`src/rtl/bol_pkg.sv`:
```
`timescale 1ns / 1ps
// Shared types and constants for the bounded ordered list.
// No dependencies; used by every module in rtl/.
package bol_pkg;

   // List capacity and derived widths
   localparam int DEPTH = 16;
   localparam int CNT_W = $clog2(DEPTH + 1);
   localparam int POS_W = 5;
   localparam int CMP_W = (CNT_W > POS_W) ? CNT_W : POS_W;
   localparam int VAL_W = 32;
   localparam int OUT_CNT_W = 5;

   typedef enum logic [1:0] {
      OP_QUERY      = 2'd0,
      OP_PUSH_FRONT = 2'd1,
      OP_PUSH_BACK  = 2'd2,
      OP_DELETE     = 2'd3
   } op_type;

   typedef enum logic [1:0] {
      ST_OK      = 2'd0,
      ST_FULL    = 2'd1,
      ST_BAD_POS = 2'd2
   } status_type;

   // What a cell loads at the next edge
   typedef enum logic [1:0] {
      CELL_HOLD       = 2'd0,
      CELL_FROM_LEFT  = 2'd1,
      CELL_FROM_RIGHT = 2'd2,
      CELL_LOAD       = 2'd3
   } cell_mode_type;

   typedef struct packed {
      cell_mode_type mode;
      logic          last_sel;   // cell holds the back element after this op
   } cell_cmd_type;

   typedef struct packed {
      status_type       status;
      logic [CNT_W-1:0] count;   // element count after this op
   } ctrl_result_type;

   typedef struct packed {
      op_type                    operation;
      logic signed [VAL_W-1:0]   value;
      logic [POS_W-1:0]          position;
   } req_type;

   typedef struct packed {
      status_type                status;
      logic [OUT_CNT_W-1:0]      count;
      logic signed [VAL_W-1:0]   first_value;
      logic signed [VAL_W-1:0]   last_value;
      logic                      is_empty;
   } rsp_type;

endpackage

```
`src/rtl/bol_cell.sv`:
```
`timescale 1ns / 1ps
// One storage cell of the list chain: holds one value, takes from a neighbor.
// Depends on bol_pkg.
module bol_cell (
   input  logic                            clock,
   input  bol_pkg::cell_cmd_type           cmd,
   input  logic signed [bol_pkg::VAL_W-1:0] left_value,
   input  logic signed [bol_pkg::VAL_W-1:0] right_value,
   input  logic signed [bol_pkg::VAL_W-1:0] load_value,
   output logic signed [bol_pkg::VAL_W-1:0] value,
   output logic signed [bol_pkg::VAL_W-1:0] next_value,
   output logic signed [bol_pkg::VAL_W-1:0] last_value
);

   logic signed [bol_pkg::VAL_W-1:0] value_ff;
   logic signed [bol_pkg::VAL_W-1:0] value_in;

   // Next value by command
   always_comb begin
      unique case (cmd.mode)
         bol_pkg::CELL_FROM_LEFT:  value_in = left_value;
         bol_pkg::CELL_FROM_RIGHT: value_in = right_value;
         bol_pkg::CELL_LOAD:       value_in = load_value;
         default:                  value_in = value_ff;
      endcase
   end

   always_ff @(posedge clock) begin
      value_ff <= value_in;
   end

   assign value      = value_ff;
   assign next_value = value_in;
   // Masked contribution to the back-value OR tree
   assign last_value = cmd.last_sel ? value_in : '0;

endmodule

```
`src/rtl/bol_ctrl.sv`:
```
`timescale 1ns / 1ps
// Operation decode and element count for the list: per-cell commands and status.
// Depends on bol_pkg.
module bol_ctrl (
   input  logic                      clock,
   input  logic                      reset,
   input  logic                      accept,
   input  bol_pkg::req_type          req,
   output bol_pkg::cell_cmd_type     cmd [bol_pkg::DEPTH],
   output bol_pkg::ctrl_result_type  result
);

   logic [bol_pkg::CNT_W-1:0] count_ff;
   logic [bol_pkg::CNT_W-1:0] count_in;
   logic                      full;
   logic                      pos_bad;
   logic                      do_front;
   logic                      do_back;
   logic                      do_del;
   bol_pkg::status_type       status;

   assign full    = (count_ff == bol_pkg::CNT_W'(bol_pkg::DEPTH));
   assign pos_bad = (req.position == '0) ||
                    (bol_pkg::CMP_W'(req.position) > bol_pkg::CMP_W'(count_ff));

   // Operation decode
   always_comb begin
      do_front = 1'b0;
      do_back  = 1'b0;
      do_del   = 1'b0;
      status   = bol_pkg::ST_OK;
      count_in = count_ff;
      unique case (req.operation)
         bol_pkg::OP_PUSH_FRONT, bol_pkg::OP_PUSH_BACK: begin
            if (full) begin
               status = bol_pkg::ST_FULL;
            end else begin
               do_front = (req.operation == bol_pkg::OP_PUSH_FRONT);
               do_back  = (req.operation == bol_pkg::OP_PUSH_BACK);
               count_in = count_ff + 1'b1;
            end
         end
         bol_pkg::OP_DELETE: begin
            if (pos_bad) begin
               status = bol_pkg::ST_BAD_POS;
            end else begin
               do_del   = 1'b1;
               count_in = count_ff - 1'b1;
            end
         end
         default: ;
      endcase
   end

   // Per-cell commands: front push shifts right, back push loads the free cell, delete closes the gap
   always_comb begin
      for (int i = 0; i < bol_pkg::DEPTH; i++) begin
         cmd[i].mode     = bol_pkg::CELL_HOLD;
         cmd[i].last_sel = (bol_pkg::CNT_W'(i) + 1'b1 == count_in);
         if (accept) begin
            if (do_front) begin
               cmd[i].mode = bol_pkg::CELL_FROM_LEFT;
            end else if (do_back && (bol_pkg::CNT_W'(i) == count_ff)) begin
               cmd[i].mode = bol_pkg::CELL_LOAD;
            end else if (do_del &&
                         (bol_pkg::CMP_W'(i) + 1'b1 >= bol_pkg::CMP_W'(req.position))) begin
               cmd[i].mode = bol_pkg::CELL_FROM_RIGHT;
            end
         end
      end
   end

   always_ff @(posedge clock) begin
      if (reset) begin
         count_ff <= '0;
      end else if (accept) begin
         count_ff <= count_in;
      end
   end

   assign result.status = status;
   assign result.count  = count_in;

`ifndef SYNTHESIS
   // Count never leaves its range
   a_count_range: assert property (@(posedge clock) disable iff (reset)
      count_ff <= bol_pkg::CNT_W'(bol_pkg::DEPTH))
      else $error("element count above capacity");

   // A successful push grows the list by exactly one
   a_push_grows: assert property (@(posedge clock) disable iff (reset)
      accept && (do_front || do_back) |=> count_ff == $past(count_ff) + 1'b1)
      else $error("push did not grow the count by one");
`endif

endmodule

```
`src/rtl/bounded_ordered_list.sv`:
```
`timescale 1ns / 1ps
// Top level of the bounded ordered list: cell chain, control and result register.
// Depends on bol_pkg, bol_cell and bol_ctrl.

// Ordered list of up to DEPTH (16) signed 32-bit values in a chain of cells,
// cell 0 holding the front. Each request transfer does one operation (query,
// push front, push back, delete at a 1-based position) and yields exactly one
// result transfer with status, count, front and back values and an empty flag.
// A front push shifts the whole chain one cell right and a delete shifts the
// cells from the position onward one cell left, both at the same edge. The
// result is registered and appears in the cycle after its request; with the
// result channel ready, one request is taken per cycle. The result register
// lets a new request in while the previous result is taken.
module bounded_ordered_list (
   input  logic             clock,
   input  logic             reset,
   input  logic             req_valid,
   output logic             req_ready,
   input  bol_pkg::req_type req_data,
   output logic             rsp_valid,
   input  logic             rsp_ready,
   output bol_pkg::rsp_type rsp_data
);

   bol_pkg::cell_cmd_type            cmd [bol_pkg::DEPTH];
   bol_pkg::ctrl_result_type         result;
   logic signed [bol_pkg::VAL_W-1:0] cell_value [bol_pkg::DEPTH];
   logic signed [bol_pkg::VAL_W-1:0] cell_next  [bol_pkg::DEPTH];
   logic signed [bol_pkg::VAL_W-1:0] cell_last  [bol_pkg::DEPTH];
   logic signed [bol_pkg::VAL_W-1:0] last_value;
   logic                             accept;
   logic                             rsp_valid_ff;
   logic                             rsp_valid_in;
   bol_pkg::rsp_type                 rsp_ff;
   bol_pkg::rsp_type                 rsp_in;

   // Request handshake: take one when the result slot is free or draining
   assign req_ready = !rsp_valid_ff || rsp_ready;
   assign accept    = req_valid && req_ready;

   bol_ctrl u_ctrl (
      .clock  (clock),
      .reset  (reset),
      .accept (accept),
      .req    (req_data),
      .cmd    (cmd),
      .result (result)
   );

   // Cell chain
   for (genvar i = 0; i < bol_pkg::DEPTH; i++) begin : g_cell
      logic signed [bol_pkg::VAL_W-1:0] left_value;
      logic signed [bol_pkg::VAL_W-1:0] right_value;
      if (i == 0) begin : g_head
         assign left_value = req_data.value;
      end else begin : g_body
         assign left_value = cell_value[i-1];
      end
      if (i == bol_pkg::DEPTH - 1) begin : g_tail
         assign right_value = '0;
      end else begin : g_inner
         assign right_value = cell_value[i+1];
      end
      bol_cell u_cell (
         .clock       (clock),
         .cmd         (cmd[i]),
         .left_value  (left_value),
         .right_value (right_value),
         .load_value  (req_data.value),
         .value       (cell_value[i]),
         .next_value  (cell_next[i]),
         .last_value  (cell_last[i])
      );
   end

   // Back value: exactly one cell is selected, none when empty
   always_comb begin
      last_value = '0;
      for (int i = 0; i < bol_pkg::DEPTH; i++) begin
         last_value = last_value | cell_last[i];
      end
   end

   // Result assembly
   always_comb begin
      rsp_in.status      = result.status;
      rsp_in.count       = bol_pkg::OUT_CNT_W'(bol_pkg::CMP_W'(result.count));
      rsp_in.is_empty    = (result.count == '0);
      rsp_in.first_value = rsp_in.is_empty ? '0 : cell_next[0];
      rsp_in.last_value  = last_value;
   end

   always_comb begin
      rsp_valid_in = rsp_valid_ff;
      if (accept) begin
         rsp_valid_in = 1'b1;
      end else if (rsp_ready) begin
         rsp_valid_in = 1'b0;
      end
   end

   always_ff @(posedge clock) begin
      if (reset) begin
         rsp_valid_ff <= 1'b0;
      end else begin
         rsp_valid_ff <= rsp_valid_in;
      end
   end

   always_ff @(posedge clock) begin
      if (accept) begin
         rsp_ff <= rsp_in;
      end
   end

   assign rsp_valid = rsp_valid_ff;
   assign rsp_data  = rsp_ff;

`ifndef SYNTHESIS
   // Every request transfer leaves a result behind
   a_result_follows: assert property (@(posedge clock) disable iff (reset)
      accept |=> rsp_valid_ff)
      else $error("request transfer without a result");

   // An empty list reports zero front and back values
   a_empty_zero: assert property (@(posedge clock) disable iff (reset)
      rsp_valid_ff && rsp_ff.is_empty |-> rsp_ff.first_value == '0 &&
         rsp_ff.last_value == '0)
      else $error("empty result with nonzero values");

   // A successful back push shows the pushed value at the back
   a_back_push: assert property (@(posedge clock) disable iff (reset)
      accept && req_data.operation == bol_pkg::OP_PUSH_BACK |=>
         rsp_ff.status != bol_pkg::ST_OK ||
         rsp_ff.last_value == $past(req_data.value))
      else $error("back push value not at the back");
`endif

endmodule

```
`config.mk`:
```
export PLATFORM = sky130hd
export DESIGN_NAME = bounded_ordered_list
export DESIGN_NICKNAME = d
export VERILOG_FILES = /design/src/rtl/bol_pkg.sv /design/src/rtl/bol_cell.sv /design/src/rtl/bol_ctrl.sv /design/src/rtl/bounded_ordered_list.sv
export SDC_FILE = /design/constraint.sdc
export NUM_CORES = 1
export LEC_CHECK = 0
export BUFFER_PORTS_ARGS = -buffer_cell sky130_fd_sc_hd__buf_2
export CORE_MARGIN = 4
export CORE_UTILIZATION = 45
export CTS_CLUSTER_SIZE = 25
export DETAILED_ROUTE_END_ITERATION = 8
export GPL_TIMING_DRIVEN = 0
export PLACE_DENSITY = 0.59
export REMOVE_ABC_BUFFERS = 1
export SLEW_MARGIN = 15
export SYNTH_ARGS = -nofsm -noshare
export SYNTH_HDL_FRONTEND = slang
export SYNTH_HIERARCHICAL = 1
export SYNTH_SLANG_ARGS = --single-unit
export TNS_END_PERCENT = 100
```
`constraint.sdc`:
```
create_clock -name clock -period 9.2 [get_ports clock]
set_input_delay 0.46 -clock clock [delete_from_list [all_inputs] [get_ports clock]]
set_output_delay 0.46 -clock clock [all_outputs]
set_load 0.02 [all_outputs]
```
# Word level (Yosys, flattened, before mapping)
# Index checks and enable logic that the tools add are counted.
# op_classes
n_addsub,2
magnitude_cmp,17
eq_ne,83
muxes,110
n_bitwise,15
n_reduce_logical,42
# ops
cell,count
case mux 32 bit (3 select lines),15
two-way mux 32 bit,16
OR 32 bit,15
two-way mux 2 bit,65
"== test 4 x 5 -> 1 bit, first input constant",16
"== test 2 bit, second input constant",34
case mux 32 bit (2 select lines),1
"== test 3 x 5 -> 1 bit, first input constant",8
"greater-or-equal comparator 4 x 5 -> 1 bit, first input constant",8
"== test 2 x 1 -> 1 bit, second input constant",17
logical AND 1 bit,33
"== test 2 x 5 -> 1 bit, first input constant",4
"greater-or-equal comparator 3 x 5 -> 1 bit, first input constant",4
zero test 5 bit,3
"== test 1 x 5 -> 1 bit, first input constant",2
"greater-or-equal comparator 2 x 5 -> 1 bit, first input constant",2
two-way mux 5 bit,2
case mux 5 bit (2 select lines),1
two-way mux 1 bit,9
"adder 5 x 1 -> 5 bit, second input constant",1
"== test 5 bit, first input constant",1
"== test 5 bit, second input constant",1
"greater-or-equal comparator 1 x 5 -> 1 bit, first input constant",1
"greater-or-equal comparator 5 bit, first input constant",1
7 further kinds,9
# totals
reg_bits,590
in_bits,43
out_inout_bits,74
word_cells,292

# Depth between registers and ports, before layout
# Gate-level depths: netlist (run 1).
# logic_depth
ltp_word,28
ltp_mapped,15
depth_no_buf,13

# Modules after synthesis
# The synthesis (run 1) kept the hierarchy.
# modules_own_cells
mod,instances,cells_per_inst,area_each_um2,seq_area_each_um2
bol_cell,16,106,1666.6,640.6
bounded_ordered_list,1,279,3537.1,2182.1
bol_ctrl,1,225,1432.6,100.1

# Worst setup path after synthesis (run 1)
# No wires, ideal clock.
# synth_timing
kind,input -> register
startpoint,in rsp_ready
endpoint,reg rsp_ff (netlist bit rsp_data[10]) (data pin)
setup_ps,273
t_arrival_ps,4590
required_ps,8927
setup_slack_ps,4337
stages,11
n_path_buf,4
path_cell_list,nand2b_1 and2_1 clkbuf_1 clkbuf_1 a21boi_0 buf_6 buf_12 mux4_2 and2_1 nor4_1 nand4_1
# synth_lines
element,line,rtl
from (decl),bounded_ordered_list.sv:21,"input logic rsp_ready,"
to (signal assigned),bounded_ordered_list.sv:112,rsp_ff <= rsp_in;
to (decl),bounded_ordered_list.sv:34,bol_pkg::rsp_type rsp_ff;

==> impl_results.md, run 1 <==
- Fin nets: about 2.4k
- Slew Limit Headroom: about 29%
- Final Cell Area: roughly 37000 sq um
- GRT Total Usage: 26.0%
- Gp weighted congestion: between 0.8 and 0.9
- Starting density of the core: a little under half
- Number of global-route vias before repair: about 22k
- ANT nets after route: 0
- Util after Layout: a little over half
- CP endpoint kind: flop
- Post-synth EDFFs: 72
- Synthesized area per cell: 14.4 sq um
- CTS tree: done
- Max rail drop VDD: approximately 0.11 mV
- Via density: between 6 and 7
- CTS buffer count: 67
- Resized cells post-CTS: 0
- Global-route wire length before repair: 146 mm
- Seq cells post-synth: 590
- Multi-input gate area: around 18000 sq um
- DP Area: about 34000 sq um
- # DRC: 0
- Min-delay src: req_valid
- Worst hold margin: around 0.1 ns
- Wirelength, routed: approximately 97 mm
- Post-CTS Hold Buffers: 0
- Die width: 273 um
- Power Density: approximately 220 nW/um^2
- DR iter-0 viols: 2027
- Worst-skew pair later-pin latency: between 0.6 and 0.7 ns
- Mean routed wirelength per cell: ~30 um
- Reg area: ~13000 sq um
- Initial antenna violation count: 5
- Commonest non-fill, non-tap cell in the layout: dfxtp_1
- Reg2reg end: rsp_data[10]$_DFFE_PP_
- Max-cap violations: 0
- Final worst-path cycle share: about three fifths
- Min Clock Period, post-route: ~5.7 ns
- Final setup fails: 0
- Worst-margin pin slew: between 1 and 1.5 ns
- Synth Cell Area: 31600 sq um
- Area grow syn2layout: 15.4%
- Area of the die: 74600 sq um
- Worst path required time: 9.45 ns
- R2R depth: 12
- Pre-CTS WS: 3.70 ns
- RSZ-0062 raised after global routing: false
- CORE AREA: about 70000 sq um
- Crit path launch type: flop
- Grt total ovfl: 0
- Top FF cell, synth: dfxtp_1
- R2r setup slk: about 3.5 ns
- Leak: 13.0 nW
- Yosys warns: 6
- Share of cells above drive strength 1: 36.0%
- Fill cell count: 5712
- Sequential share of the synthesized area: about two fifths
- Die Ht: between 200 and 300 um
- Sink Count: 590
- Final Skew: between 0.015 and 0.02 ns
- Worst-path clk slew: ~0.050 ns
- Hold path depth: 3
- CTS H-tree depth: 3
- I/O Buffers: between 100 and 150
- Largest net degree at the start of global routing: 43
- Arr. time, crit path: approximately 5.9 ns
- Max Clk Rate: roughly 180 MHz
- Most frequent cells in the layout: dfxtp_1 (518), and2_1 (515), mux4_2 (480), nor4_1 (128), buf_2 (116)
- Worst Hold Endpoint: rsp_valid$_SDFFE_PP0P_
- Crit-path max FO: 16
- Outcome: complete, no violations
- Critical setup path kind: flop to flop
- FP Rows: 96
- I/O Pins: around 120
- Root buffer cell: clkbuf_16
- Distinct cells, synth: just over 60
- Post-CTS Setup Bufs: 0
- Setup tns final: 0 ns
- DR pass1 iterations: 5
- Clock buffer depth: 3
- Via count: around 22k
- Fin. Hold Viols: 0
- Worst r2r src: u_ctrl/count_ff[1]$_SDFFE_PP0P_
- Share of synthesized registers carrying an async set or reset: 0%
- Post-DP HPWL: a little under 70 mm
- Max Transition Viols Final: 0
- Worst Hold Class: primary input to flop
- Synthesized instance count: 2200
- Final critical-path setup slack: ~3.5 ns
## power breakdown
| part | internal, W | switching (W) |
|---|---|---|
| logic | 0.000924 | 0.000794 |
| registers | 0.00322 | 0.000363 |
| clock network | 0.00156 | 0.00110 |
## per-layer routing
metal  track usage (%)  vias to the layer above  share of wire, %
met5                 0                        -            0.0072
met2              42.8                     1041                48
met1              34.4                    11305                40
li1                  -                     8926                 -
met3              5.37                      249               7.7
met4              9.37                        2               3.7
## how the worst max path moves through the flow
stage / end / startpoint / slack (ns)
2_1_floorplan: rsp_data[29]$_DFFE_PP_ / rsp_ready / 0.64
3_3_place_gp: rsp_data[17]$_DFFE_PP_ / rsp_ready / -4.90
3_5_place_dp: rsp_data[10]$_DFFE_PP_ / u_ctrl/count_ff[0]$_SDFFE_PP0P_ / 3.70
4_1_cts: rsp_data[10]$_DFFE_PP_ / u_ctrl/count_ff[0]$_SDFFE_PP0P_ / 3.69
5_1_grt: rsp_data[10]$_DFFE_PP_ / u_ctrl/count_ff[0]$_SDFFE_PP0P_ / 3.43
6_report: rsp_data[10]$_DFFE_PP_ / u_ctrl/count_ff[1]$_SDFFE_PP0P_ / 3.52
## per-stage QoR
step / total power, W / cells
finish: 0.00797 / 3313
global route: 0.00830 / 3310
detailed placement: 0.00532 / 3189
CTS: 0.00801 / 3309
floorplan: 0.00467 / 2052
global placement: 0.00516 / 3099
## synth_stat cells, types with 2 or more instances
cell type  number  area share [%]
nor3_1          3           0.047
nor4_1        128             2.5
a211o_1         2           0.055
mux4_1         32             2.7
a21boi_0       11            0.26
nand3_1        17            0.27
buf_6          20            0.71
edfxtp_1       72             6.8
buf_2          49            0.78
buf_12         48             3.0
a21boi_2        3            0.11
and2_1        516              10
a211oi_1        4           0.095
o21ai_0         5           0.079
and3_1          2           0.040
or3_1           4           0.079
nor2b_1         2           0.040
inv_1          15            0.18
nand4_1        33            0.65
ha_1           15            0.59
mux2i_1         3           0.095
inv_2           3           0.036
dfxtp_1       518              33
a21boi_1       27            0.64
o21a_1          6            0.14
nand2_1        22            0.26
mux4_2        480              34
nand2b_1        4           0.079
clkbuf_1       61            0.72
a21oi_1        24            0.38
nor2_1         40            0.47
## cells by family (layout without fill, tap and decap cells)
kind of cell / after synthesis / in the layout / synth area share, %
adders and majority gates: 15 / 15 / 0.593
AOI/OAI and AO/OA: 98 / 98 / 2.30
other: 1 / 36 / 0.0119
DFF: 590 / 590 / 39.6
xor gates and xnor gates: 1 / 1 / 0.0277
buffers and inverters: 197 / 344 / 5.47
and+or+nand+nor: 783 / 783 / 15.1
muxes: 515 / 515 / 36.9
## registers in the layout (all words and copies together) (netlist names)
name and cells:
g_cell.u_cell/value 512, u_ctrl/count_ff 5, rsp_valid 1, rsp_data 72
## worst max-delay path, cell delays in order, from the launching register on
cell and delay (ns):
dfxtp_1 0.38, inv_1 0.25, ha_1 0.35, nand3_1 0.29, nand3_1 0.83, nand2_2 0.77, nor2_4 0.75, buf_16 0.24
buf_16 0.17, mux4_2 0.31, and2_1 0.17, nor4_1 0.42, nand4_1 0.33
## area by class of cell
| class | instances | area share (%) |
|---|---|---|
| antenna | 4 | 0.0274 |
| inverter | 18 | 0.185 |
| tap | 931 | 3.19 |
| timing repair buffer | 206 | 7.26 |
| clock inverter | 19 | 0.415 |
| multi-input combinational | 1444 | 49.1 |
| clock buffer | 101 | 5.50 |
| sequential | 590 | 34.3 |
No activity file was read; power rests on OpenSTA's default activity.
==> run 2: changes to the inputs <==
- PLACE_DENSITY: 0.59 -> 0.61
- clock period: 9.2 -> 4.6 ns (I/O delays scaled with it)
==> run 2 against run 1 <==
Net effect: combinational power rose by 100%; sequential cell count did not move; final area rose by 1.3%; clock skew rose by 0.011 ns; routed wire length rose by 1.1%; non-clock buffer count rose by 31; highest routed layer unchanged; total power rose by 100%; clock-buffer cell count rose by 7; maximum frequency rose by 27%; global-route usage rose by 0.26 points.
==> impl_results.md, run 2 (synthesized netlist as in run 1, its figures left out) <==
- Slew Limit Headroom: 46.7% (was 28.5%)
- Top cell by count, worst path: buf_16
- CP endpoint kind: flop (unchanged)
- CTS H-tree depth: 3 (unchanged)
- CP max stage delay: 0.43 ns (was 0.83 ns)
- Root buffer cell: clkbuf_16 (unchanged)
- CTS buffer count: 69 (was 67)
- Max-cap violations: 0 (unchanged)
- Max Transition Viols Final: 0 (unchanged)
- Worst Setup SP: u_ctrl/count_ff[2]$_SDFFE_PP0P_ (was u_ctrl/count_ff[1]$_SDFFE_PP0P_)
- DR pass1 iterations: 5 (unchanged)
- Setup tns final: 0 ns (unchanged)
- Worst r2r src: u_ctrl/count_ff[2]$_SDFFE_PP0P_ (was u_ctrl/count_ff[1]$_SDFFE_PP0P_)
- Clock buffer depth: 3 (unchanged)
- Design Power: 0.0160 W (was 0.00797 W)
- I/O Pins: 117 (unchanged)
- Crit-path slowest cell: dfxtp_2 (was nand3_1)
- Crit path max-delay family: simple AND/OR/NAND/NOR gates (unchanged)
- Worst path required time: 4.85 ns (was 9.45 ns)
- Die width: 273 um (unchanged)
- Area of the die: 74600 sq um (unchanged)
- ANT nets after route: 0 (unchanged)
- Max reg flops: 512 (unchanged)
- Post-DP HPWL: 69.0 mm (was 68.7 mm)
- Critical setup path kind: flop to flop (unchanged)
- Area grow syn2layout: 16.9% (was 15.4%)
- I/O Buffers: 116 (unchanged)
- DR iter-0 viols: 2128 (was 2027)
- Worst-path clk slew: 0.06 ns (was 0.05 ns)
- Fin nets: 2418 (was 2385)
- Gp weighted congestion: 0.824 (was 0.833)
- Min-delay src: req_data[33] (was req_valid)
- GRT Total Usage: 26.3% (was 26.0%)
- # DRC: 0 (unchanged)
- Starting density of the core: 45.7% (unchanged)
- CP bufs+invs: 4 (was 3)
- Cell Chain, Critical Path: inv_1 -> ha_1 -> and4_1 -> a221oi_4 -> o211a_4 -> mux2i_1 -> a21oi_1 -> inv_2 -> nand3_2 -> nor2_4 -> buf_16 -> buf_16 -> and2_1 -> nor4_1 -> nand4_1 (was inv_1 -> ha_1 -> nand3_1 -> nand3_1 -> nand2_2 -> nor2_4 -> buf_16 -> buf_16 -> mux4_2 -> and2_1 -> nor4_1 -> nand4_1)
- Final worst-path cycle share: 97.0% (was 61.7%)
- FP Rows: 96 (unchanged)
- Most frequent cells in the layout: and2_1 (515), dfxtp_1 (515), mux4_2 (480), nor4_1 (128), buf_2 (116) (was dfxtp_1 (518), and2_1 (515), mux4_2 (480), nor4_1 (128), buf_2 (116))
- Min Clock Period, post-route: 4.46 ns (was 5.68 ns)
- Worst-margin pin slew: 0.793 ns (was 1.07 ns)
- Crit path launch type: flop (unchanged)
- Crit-path max FO: 16 (unchanged)
- Via density: 6.49 (was 6.50)
- Max rail drop VDD: 0.230 mV (was 0.105 mV)
- Sink Count: 590 (unchanged)
- Number of global-route vias before repair: 22.5k (was 22.4k)
- Max Clk Rate: 224 MHz (was 176 MHz)
- Global-route wire length before repair: 148 mm (was 146 mm)
- Grt total ovfl: 0 (unchanged)
- Initial antenna violation count: 7 (was 5)
- Worst-skew pair later-pin latency: 0.62 ns (was 0.61 ns)
- # placed instances: 3189 (unchanged)
- Worst Hold Class: primary input to flop (unchanged)
- Final setup fails: 0 (unchanged)
- Share of cells above drive strength 1: 37.0% (was 36.0%)
- Leak: 13.2 nW (was 13.0 nW)
- Pre-CTS WS: -0.707 ns (was 3.70 ns)
- Final Skew: 0.0302 ns (was 0.0194 ns)
- CORE AREA: 69200 sq um (unchanged)
- Fin. Hold Viols: 0 (unchanged)
- Die Ht: 273 um (unchanged)
- Outcome: complete, no violations (unchanged)
- Arr. time, crit path: 4.71 ns (was 5.92 ns)
- Wirelength, routed: 98.0 mm (was 96.9 mm)
- Mean routed wirelength per cell: 29.3 um (was 29.2 um)
- Via count: 21.7k (was 21.5k)
- Final std cells w/o fill: 3342 (was 3313)
- Final critical-path setup slack: 0.139 ns (was 3.52 ns)
- Power Density: 433 nW/um^2 (was 218 nW/um^2)
- CTS tree: done (unchanged)
- Largest net degree at the start of global routing: 53 (was 43)
==> run 2: path summary, 6_finish.rpt <==
kind | endpoint | slack (ns) | depth (start not counted)
worst min-delay path | g_cell[10].u_cell/value[28]$_DFF_P_ | 0.16 | 2
worst max register to register | rsp_data[28]$_DFFE_PP_ | 0.14 | 15
worst min register to register | u_ctrl/count_ff[1]$_SDFFE_PP0P_ | 0.55 | 2
worst max-delay path | rsp_data[28]$_DFFE_PP_ | 0.14 | 15
==> run 2: repair_timing <==
item | in CTS | in global routing
hold buffers | 2 | 0
resized for setup | 7 | 10
pin swaps | 9 | 6
hold endpoints to repair | 6 | 0
gates cloned | 0 | 0
setup buffers | 15 | 14
endpoints found under the setup margin | 34 | 30
==> run 2: area by class of cell <==
type,instances,area [sq um]
timing repair buffer,237,3060
sequential,590,12500
clock buffer,108,2080
inverter,18,67.6
tap,931,1160
multi-input combinational,1444,18000
antenna,1,2.50
clock inverter,13,66.3
fill,5660,32200
==> run 2: metrics by stage <==
| step | area [sq um] | utilization, % | hold WS (ns) |
|---|---|---|---|
| 5_1_grt | 37000 | 53.4 | 0.180 |
| 3_3_place_gp | 31800 | 46.0 | 0.476 |
| 3_5_place_dp | 34300 | 49.6 | 0.492 |
| 6_report | 37000 | 53.4 | 0.159 |
| 4_1_cts | 36800 | 53.2 | 0.135 |
| 2_1_floorplan | 30100 | - | 0.299 |
==> run 2: worst reg2reg max path: cells and delay by family (launching register included) <==
kind                       cells  cell delay, ns
adders and majority gates      1            0.35
DFF                            1            0.43
buffers and inverters          4            0.73
AOI/OAI and AO/OA              3            1.07
muxes                          1            0.10
and+or+nand+nor                6            1.44
==> run 2: where the power goes <==
part / total [W] / leakage [nW] / internal, W / switching (W)
clock: 0.00533 / 1.06 / 0.00310 / 0.00223
sequential: 0.00717 / 4.95 / 0.00645 / 0.000721
combinational: 0.00350 / 7.24 / 0.00188 / 0.00162
total: 0.0160 / 13.2 / 0.0114 / 0.00458
==> run 2: routing by layer <==
metal,part of all wire [%],vias up,wire (um),global-route usage (%)
met3,8.8,248,8590,6.11
met2,47,1158,46100,41.5
li1,-,8951,-,-
met4,3.6,4,3480,8.93
met5,0.026,-,25,0
met1,41,11320,39800,36.1
==> run 3: changes to the inputs <==
==> constraint.sdc (replaced) <==
create_clock -name clock -period 4.6 [get_ports clock]
set_input_delay 1.15 -clock clock [delete_from_list [all_inputs] [get_ports clock]]
set_output_delay 1.15 -clock clock [all_outputs]
set_load 0.02 [all_outputs]
==> run 3 against run 2 <==
Net effect: combinational power grew 1%; critical path depth is the same; die area is the same; via count grew 1.3%; clock power is essentially flat; sequential share of layout area shrank 0.31 points; clock-buffer cell count is the same; clock skew shrank 0.00063 ns; maximum frequency shrank 2.2%; routed wire length grew 1.7%; critical path type is now primary input to flop.
==> impl_results.md, run 3 (synthesized netlist as in run 1, its figures left out) <==
- Outcome: complete, no violations (unchanged)
- Worst-skew pair later-pin latency: 0.62 ns (about the same)
- Final std cells w/o fill: 3374 (was 3342)
- Crit-path slowest cell: a211o_1 (was dfxtp_2)
- Slew Limit Headroom: 47.4% (was 46.7%)
- Worst-margin pin slew: 0.784 ns (was 0.793 ns)
- Clock buffer depth: 3 (unchanged)
- Share of cells above drive strength 1: 38.2% (was 37.0%)
- Wirelength, routed: 99.6 mm (was 98.0 mm)
- Area of the die: 74600 sq um (unchanged)
- Min Clock Period, post-route: 4.56 ns (was 4.46 ns)
- FP Rows: 96 (unchanged)
- CTS buffer count: 69 (unchanged)
- I/O Pins: 117 (unchanged)
- Die Ht: 273 um (unchanged)
- Crit path max-delay family: simple AND/OR/NAND/NOR gates (unchanged)
- Max Transition Viols Final: 0 (unchanged)
- Clock power share: 33.2% (was 33.3%)
- DR pass1 iterations: 5 (unchanged)
- Commonest non-fill, non-tap cell in the layout: dfxtp_1
- DR iter-0 viols: 2192 (was 2128)
- Via density: 6.51 (was 6.49)
- Switching power: 0.00459 W (was 0.00458 W)
- Worst Hold Class: flop to flop (was primary input to flop)
- I/O Buffers: 116 (unchanged)
- Die width: 273 um (unchanged)
- Global-route wire length before repair: 148 mm (about the same)
- Largest net degree at the start of global routing: 53 (unchanged)
- # placed instances: 3189 (unchanged)
- Post-CTS Hold Buffers: 0 (was 2)
- Most frequent cells in the layout: dfxtp_1 (517), and2_1 (515), mux4_2 (480), nor4_1 (122), buf_2 (116) (was and2_1 (515), dfxtp_1 (515), mux4_2 (480), nor4_1 (128), buf_2 (116))
- Fin nets: 2450 (was 2418)
- Final Skew: 0.0296 ns (was 0.0302 ns)
- Worst path required time: 4.84 ns (was 4.85 ns)
- Power Density: 430 nW/um^2 (was 433 nW/um^2)
- Max-cap violations: 0 (unchanged)
- DP Area: 34300 sq um (unchanged)
- Post-DP HPWL: 69.0 mm (unchanged)
- CP endpoint kind: flop (unchanged)
- Cell Chain, Critical Path: buf_2 -> ha_1 -> and4_1 -> a211o_1 -> o211a_4 -> mux2i_1 -> a21oi_2 -> inv_2 -> nand3_2 -> nor2_4 -> buf_16 -> buf_16 -> and2_1 -> nor4_1 -> nand4_1 (was inv_1 -> ha_1 -> and4_1 -> a221oi_4 -> o211a_4 -> mux2i_1 -> a21oi_1 -> inv_2 -> nand3_2 -> nor2_4 -> buf_16 -> buf_16 -> and2_1 -> nor4_1 -> nand4_1)
- Number of global-route vias before repair: 22.5k (about the same)
- Sink Count: 590 (unchanged)
- Flop pwr share: 44.7% (was 44.8%)
- Worst-path clk slew: 0.06 ns (about the same)
- Initial antenna violation count: 8 (was 7)
- Final setup fails: 0 (unchanged)
- GRT Total Usage: 26.3% (about the same)
- Max reg flops: 512 (unchanged)
- CP bufs+invs: 4 (unchanged)
- CTS H-tree depth: 3 (unchanged)
- Final worst-path cycle share: 99.2% (was 97.0%)
- CORE AREA: 69200 sq um (unchanged)
- CP max stage delay: 0.39 ns (was 0.43 ns)
- Mean routed wirelength per cell: 29.5 um (was 29.3 um)
- Switching Fraction: 28.7% (was 28.6%)
- Starting density of the core: 45.7% (unchanged)
- Arr. time, crit path: 4.81 ns (was 4.71 ns)
- ANT nets after route: 0 (unchanged)
- Pint: 0.0114 W (about the same)
- Via count: 22.0k (was 21.7k)
- Design Power: 0.0160 W (about the same)
- Area grow syn2layout: 17.9% (was 16.9%)
- Final Cell Area: 37300 sq um (was 37000 sq um)
- Critical setup path kind: primary input to flop (was flop to flop)
- Grt total ovfl: 0 (unchanged)
- Max rail drop VDD: 0.231 mV (was 0.230 mV)
- Leak: 13.4 nW (was 13.2 nW)
- # DRC: 0 (unchanged)
- Fin. Hold Viols: 0 (unchanged)
- Logic pwr share: 22.1% (was 21.9%)
- Crit path launch type: primary input (was flop)
- Root buffer cell: clkbuf_16 (unchanged)
- Gp weighted congestion: 0.824 (unchanged)
- Max Clk Rate: 219 MHz (was 224 MHz)
- CTS tree: done (unchanged)
- Crit-path max FO: 16 (unchanged)
- Top cell by count, worst path: buf_16 (unchanged)
==> run 3: power by group through the flow <==
stage,Clock (W),Combinational [W],Sequential (W)
6_report,0.00532,0.00355,0.00717
3_5_place_dp,0,0.00343,0.00723
2_1_floorplan,0,0.00218,0.00716
3_3_place_gp,0,0.00318,0.00716
4_1_cts,0.00541,0.00348,0.00715
5_1_grt,0.00562,0.00377,0.00728
==> run 3: worst paths after layout <==
check                                                        start                            endpoint  slack, ns  depth (start not counted)
worst max-delay path                                   req_data[2]              rsp_data[28]$_DFFE_PP_       0.04                         15
worst min-delay path            g_cell[0].u_cell/value[16]$_DFF_P_  g_cell[1].u_cell/value[16]$_DFF_P_       0.59                          1
worst min register to register  g_cell[0].u_cell/value[16]$_DFF_P_  g_cell[1].u_cell/value[16]$_DFF_P_       0.59                          1
worst max register to register     u_ctrl/count_ff[3]$_SDFFE_PP0P_              rsp_data[28]$_DFFE_PP_       0.11                         15
==> run 3: repair_timing <==
action,4_1_cts,5_1_grt
pin swaps,10,12
resized for setup,7,18
setup endpoints to repair,34,30
cloned,1,1
setup buffers,15,46
==> run 3: per-layer routing <==
layer	share of wire (%)	global-route usage, %
met1	41	36.1
met2	47	41.7
met3	8.5	6.11
met4	4.2	8.92
met5	0.025	0
==> run 3: area by class of cell <==
class / instances / area (sq um)
clock inverter: 13 / 66.3
clock buffer: 108 / 2080
inverter: 18 / 67.6
antenna: 1 / 2.50
sequential: 590 / 12500
tap: 931 / 1160
fill: 5607 / 31900
multi-input combinational: 1446 / 18100
timing repair buffer: 267 / 3330
==> run 3: through the flow <==
stage	utilization (%)	setup WS, ns	setup TNS (ns)	hold WS, ns
2_1_floorplan	-	-4.65	-1914.15	0.522
3_3_place_gp	46.0	-10.26	-4598.74	0.499
3_5_place_dp	49.6	-1.22	-78.85	0.539
4_1_cts	53.2	0.0139	0	0.580
5_1_grt	53.9	-0.0496	-0.172	0.601
6_report	53.9	0.0378	0	0.589
